$ cat config.mk
export PLATFORM = sky130hd
export DESIGN_NAME = isrch_ctrl
export DESIGN_NICKNAME = d
export VERILOG_FILES = /design/src/rtl/isrch_pkg.sv /design/src/rtl/isrch_ctrl.sv
export SDC_FILE = /design/constraint.sdc
export NUM_CORES = 1
export LEC_CHECK = 0
export ABC_CLOCK_PERIOD_IN_PS = 1550
export BUFFER_PORTS_ARGS = -buffer_cell sky130_fd_sc_hd__buf_4
export CAP_MARGIN = 20
export CORE_MARGIN = 4
export CORE_UTILIZATION = 25
export CTS_CLUSTER_DIAMETER = 150
export DETAILED_ROUTE_END_ITERATION = 8
export GPL_ROUTABILITY_DRIVEN = 0
export HOLD_SLACK_MARGIN = 0.06
export SLEW_MARGIN = 10
export SYNTH_ARGS = -nofsm -noshare
export SYNTH_HDL_FRONTEND = slang
export SYNTH_SLANG_ARGS = --single-unit
$ cat constraint.sdc
create_clock -name clk -period 1.55 [get_ports clk]
set_input_delay 0.31 -clock clk [delete_from_list [all_inputs] [get_ports clk]]
set_output_delay 0.31 -clock clk [all_outputs]
set_load 0.1 [all_outputs]
$ cat src/rtl/isrch_pkg.sv
// Package with sizes, codes and the controller/datapath interface types.
`timescale 1ns / 1ps
`default_nettype none

package isrch_pkg;

  localparam int DEPTH = 1024;
  localparam int AW = $clog2(DEPTH);
  localparam int CW = AW + 1;
  localparam int RW = 32 + AW;
  localparam int DCW = $clog2(AW + 1);

  localparam logic [1:0] ACT_CLEAR  = 2'd0;
  localparam logic [1:0] ACT_APPEND = 2'd1;
  localparam logic [1:0] ACT_SEARCH = 2'd2;

  localparam logic [1:0] SEL_LO  = 2'd0;
  localparam logic [1:0] SEL_HI  = 2'd1;
  localparam logic [1:0] SEL_POS = 2'd2;

  typedef struct packed {
    logic       clear;
    logic       append;
    logic       start;
    logic       rd_en;
    logic [1:0] rd_sel;
    logic       cap_a;
    logic       cap_b;
    logic       mul;
    logic       div_step;
    logic       pos_lo;
    logic       pos_q;
    logic       move;
    logic       emit_hit;
    logic       emit_miss;
  } isrch_cmd_t;

  typedef struct packed {
    logic lo_gt_hi;
    logic out_range;
    logic ends_eq;
    logic hit;
    logic less;
    logic out_free;
  } isrch_sts_t;

endpackage

`default_nettype wire

$ cat src/rtl/isrch_ctrl.sv
// Controller state machine that sequences store updates and search probes.
`timescale 1ns / 1ps
`default_nettype none

module isrch_ctrl
  import isrch_pkg::*;
(
  input  wire             clk,
  input  wire             rst,
  input  wire             in_valid,
  input  wire [1:0]       action,
  output logic            in_ready,
  input  wire isrch_sts_t sts,
  output isrch_cmd_t      cmd
);

  localparam logic [3:0] ST_IDLE = 4'd0;
  localparam logic [3:0] ST_LOOP = 4'd1;
  localparam logic [3:0] ST_RDA  = 4'd2;
  localparam logic [3:0] ST_CHK  = 4'd3;
  localparam logic [3:0] ST_MUL  = 4'd4;
  localparam logic [3:0] ST_DIV  = 4'd5;
  localparam logic [3:0] ST_POSQ = 4'd6;
  localparam logic [3:0] ST_RDV  = 4'd7;
  localparam logic [3:0] ST_CMP  = 4'd8;
  localparam logic [3:0] ST_DONE = 4'd9;

  logic [3:0]     state;
  logic [3:0]     state_next;
  logic [DCW-1:0] cnt;
  logic [DCW-1:0] cnt_next;
  logic           found;
  logic           found_next;

  always_comb begin
    state_next = state;
    cnt_next   = cnt;
    found_next = found;
    cmd        = '0;
    in_ready   = 1'b0;
    case (state)
      ST_IDLE: begin
        in_ready = 1'b1;
        if (in_valid) begin
          case (action)
            ACT_CLEAR:  cmd.clear = 1'b1;
            ACT_APPEND: cmd.append = 1'b1;
            ACT_SEARCH: begin
              cmd.start  = 1'b1;
              found_next = 1'b0;
              state_next = ST_LOOP;
            end
            default: ;
          endcase
        end
      end
      ST_LOOP: begin
        if (sts.lo_gt_hi) begin
          state_next = ST_DONE;
        end else begin
          cmd.rd_en  = 1'b1;
          cmd.rd_sel = SEL_LO;
          state_next = ST_RDA;
        end
      end
      ST_RDA: begin
        cmd.cap_a  = 1'b1;
        cmd.rd_en  = 1'b1;
        cmd.rd_sel = SEL_HI;
        state_next = ST_CHK;
      end
      ST_CHK: begin
        cmd.cap_b = 1'b1;
        if (sts.out_range) begin
          state_next = ST_DONE;
        end else if (sts.ends_eq) begin
          cmd.pos_lo = 1'b1;
          state_next = ST_RDV;
        end else begin
          state_next = ST_MUL;
        end
      end
      ST_MUL: begin
        cmd.mul    = 1'b1;
        cnt_next   = '0;
        state_next = ST_DIV;
      end
      ST_DIV: begin
        cmd.div_step = 1'b1;
        cnt_next     = cnt + DCW'(1);
        if (cnt == DCW'(AW - 1)) begin
          state_next = ST_POSQ;
        end
      end
      ST_POSQ: begin
        cmd.pos_q  = 1'b1;
        state_next = ST_RDV;
      end
      ST_RDV: begin
        cmd.rd_en  = 1'b1;
        cmd.rd_sel = SEL_POS;
        state_next = ST_CMP;
      end
      ST_CMP: begin
        if (sts.hit) begin
          found_next = 1'b1;
          state_next = ST_DONE;
        end else begin
          cmd.move   = 1'b1;
          state_next = ST_LOOP;
        end
      end
      ST_DONE: begin
        if (sts.out_free) begin
          cmd.emit_hit  = found;
          cmd.emit_miss = !found;
          state_next    = ST_IDLE;
        end
      end
      default: state_next = ST_IDLE;
    endcase
  end

  always_ff @(posedge clk) begin
    if (rst) begin
      state <= ST_IDLE;
      cnt   <= '0;
      found <= 1'b0;
    end else begin
      state <= state_next;
      cnt   <= cnt_next;
      found <= found_next;
    end
  end

endmodule

`default_nettype wire

==> impl_metrics.yaml <==
cells_and_area:
  area_growth_pct: 115
  drive_above_1_share_pct: 57.9
  n_antenna_cell: 0
  layout.nets: 154
  fin_cells: 170
timing:
  hold_ws_ns: 0.294
  final.period_utilization_pct: 119
  finalHoldViolCount: 0
  worstMarginPinSlew_ns: 0.356
  finClkSkew_ns: 0.00445
  slew_headroom_pct: 75.6
  finalCriticalPeriod_ns: 1.85
  fmax_ghz: 0.540
  rsz0062_at_grt: "yes"
  drv_slew: 0
  finalSetupViolations: 16
  setup_ws_ns: -0.302
  tns_ns: -3.33
routing:
  drt-initial-drc-count: 20
  drc_errors: 0
  drt_wl_total_um: 2570
  wl_per_cell_um: 15.1
  num_vias: 888
  avgViaCountPerCell: 5.22
  dr.pass1.iters: 4
  ant_nets: 0
clock_tree:
  htree_levels: 1
  clock_latency_ns: 0.27
  postCtsHoldBufs: 0
  clkTransAtPathRegs_ns: 0.07
  cts_tree: "built"
  clock_sinks: 9
  root_buffer: "clkbuf_4"
  clockBufferDepth: 2
  cts_buffers: 3
hold_path:
  hold_end: "found"
  min_path_cells: 2
  min_from: "rst"
  hold_path_class: "in2reg"
pwr:
  power.total_w: 0.000858
  leakage_nw: 0.588
  powerDensity_nw_per_um2: 574
  peakVddDrop_v: 0.000507
synth:
  syn-num-nets: 107
  syn_area_per_cell_um2: 7.40
  synth_area_um2: 696
  yosys_register_bits: 9
  synth.area.top_cells: "dfxtp_1 26%, nor2_1 5.9%, nand2b_1 5.4%"
  ys.flop_type: "dfxtp_1"
  async_flop_share_pct: 0
  synthDistinctLibCells: 38
  synth_edf_count: 0
  synth_top_area_share_pct: 25.9
  ys_seq_area_share_pct: 25.9
  synth_top_area_cell: "dfxtp_1"
  ys_warn_count: 0
  syn_inst: 94
place:
  hpwl_um: 1730
  numPortBuffers: 25
  numPlacedInstances: 158
  dpl_worst_slack_ns: -0.142
setup_path:
  crit_required_ns: 1.24
  critPathMaxFanout: 7
  r2r_end: "cnt[2]"
  critPathKind: "reg2out"
  cp-end-kind: "output pin"
  worstSetupStartpointType: "register"
  cp.arrival_ns: 1.54
  timing.rr.start: "state[2]"
  rr_worst_depth: 6
  r2r_setup_slack_ns: 0.04
die:
  die_h_um: 60.8
  die_w_um: 60.8
  start_util_pct: 27.1
  placementRows: 18
  dieArea_um2: 3690
  core_area_um2: 2570
  io_pins: 27
global_routing:
  overflow: 0
  grt_max_degree: 10
  antenna_found_initial: 0
  grt_pass1_wl_um: 3970
  grt_pass1_vias: 870
  grt_util_all_layers_pct: 14.4
outcome:
  violations: "negative setup slack"
  status: "finished, violations left"
job:
  maxCapViolCount: 0
[area by class of cell]
class	instances	area, µm²
clock buffers	4	26.3
flip-flops and latches	9	195
inverters	5	18.8
multi-input cells	74	651
fillers	233	1070
well taps	30	37.5
repair buffers	48	566
[cell usage in the layout, fill, tap and decap left out, drive strengths merged, types with 2 or more instances in the layout]
master   n
dfxtp    9
a21oi    6
a22oi    2
clkbuf   4
buf     48
nor2    11
nand3    2
nand2b   6
nor3     6
or3      2
ha       2
o21ai    3
nand3b   2
nor3b    4
nand2    7
inv      5
and3     2
nor2b    3
[cells in the mapped netlist (2+ instances only)]
cell / instances
a21oi_1: 6
a22oi_1: 2
and3_1: 2
clkbuf_1: 3
dfxtp_1: 9
ha_1: 2
inv_1: 5
nand2_1: 7
nand2b_1: 6
nand3_1: 2
nand3b_1: 2
nor2_1: 11
nor2b_1: 3
nor3_1: 6
nor3b_1: 3
o21ai_0: 2
or3_1: 2
[cell families after synthesis]
family	count (synthesis)	share of synthesized area, %
simple gates	51	42.8
compound gates	20	19.6
buf+inv	11	6.65
flops	9	25.9
fa+ha+maj	2	3.60
mux	1	1.44
[power by group]
part           total, W  switching [W]  internal, W
Clock          0.000199      0.0000997    0.0000997
Sequential     0.000249      0.0000134     0.000236
Combinational  0.000410       0.000229     0.000181
[registers in the layout (all words and copies together) (netlist names)]
register	cells
state	4
found	1
cnt	4
[per-stage QoR]
step                      util [%]  area [µm²]
after floorplan                  -         872
after global placement        45.1        1160
after detailed placement      45.1        1160
after CTS                     56.3        1450
after global routing          58.2        1490
final                         58.2        1490
[metal layers]
metal	vias up	GRT usage (%)	wire length [µm]
met2	25	24.3	1290
met4	0	4.33	34
met1	427	17.8	1110
li1	430	-	-
met5	-	0	0
met3	6	3.83	136
[how the worst max path moves through the flow]
stage,startpoint,end,cells after the start
2_1_floorplan,state[3],cmd[14],2
4_1_cts,state[0],cmd[13],5
3_3_place_gp,state[0],cmd[11],5
5_1_grt,state[0],cmd[12],3
3_5_place_dp,state[0],cmd[11],5
6_report,state[2],cmd[13],4
[critical path, cell delays in order, from the launching register on]
cell and delay, ns:
dfxtp_4 0.38, nor4_4 0.29, buf_4 0.16, and4b_2 0.26, buf_12 0.18
[repair_timing]
item | CTS | global route
endpoints found under the setup margin | 16 | 18
gates resized for setup | 58 | 4
pin swaps | 5 | 8
setup buffers | 4 | 4
cloned | 0 | 0
endpoints found under the hold margin | 0 | 0
Note: power is estimated with default switching activity, not from simulation.
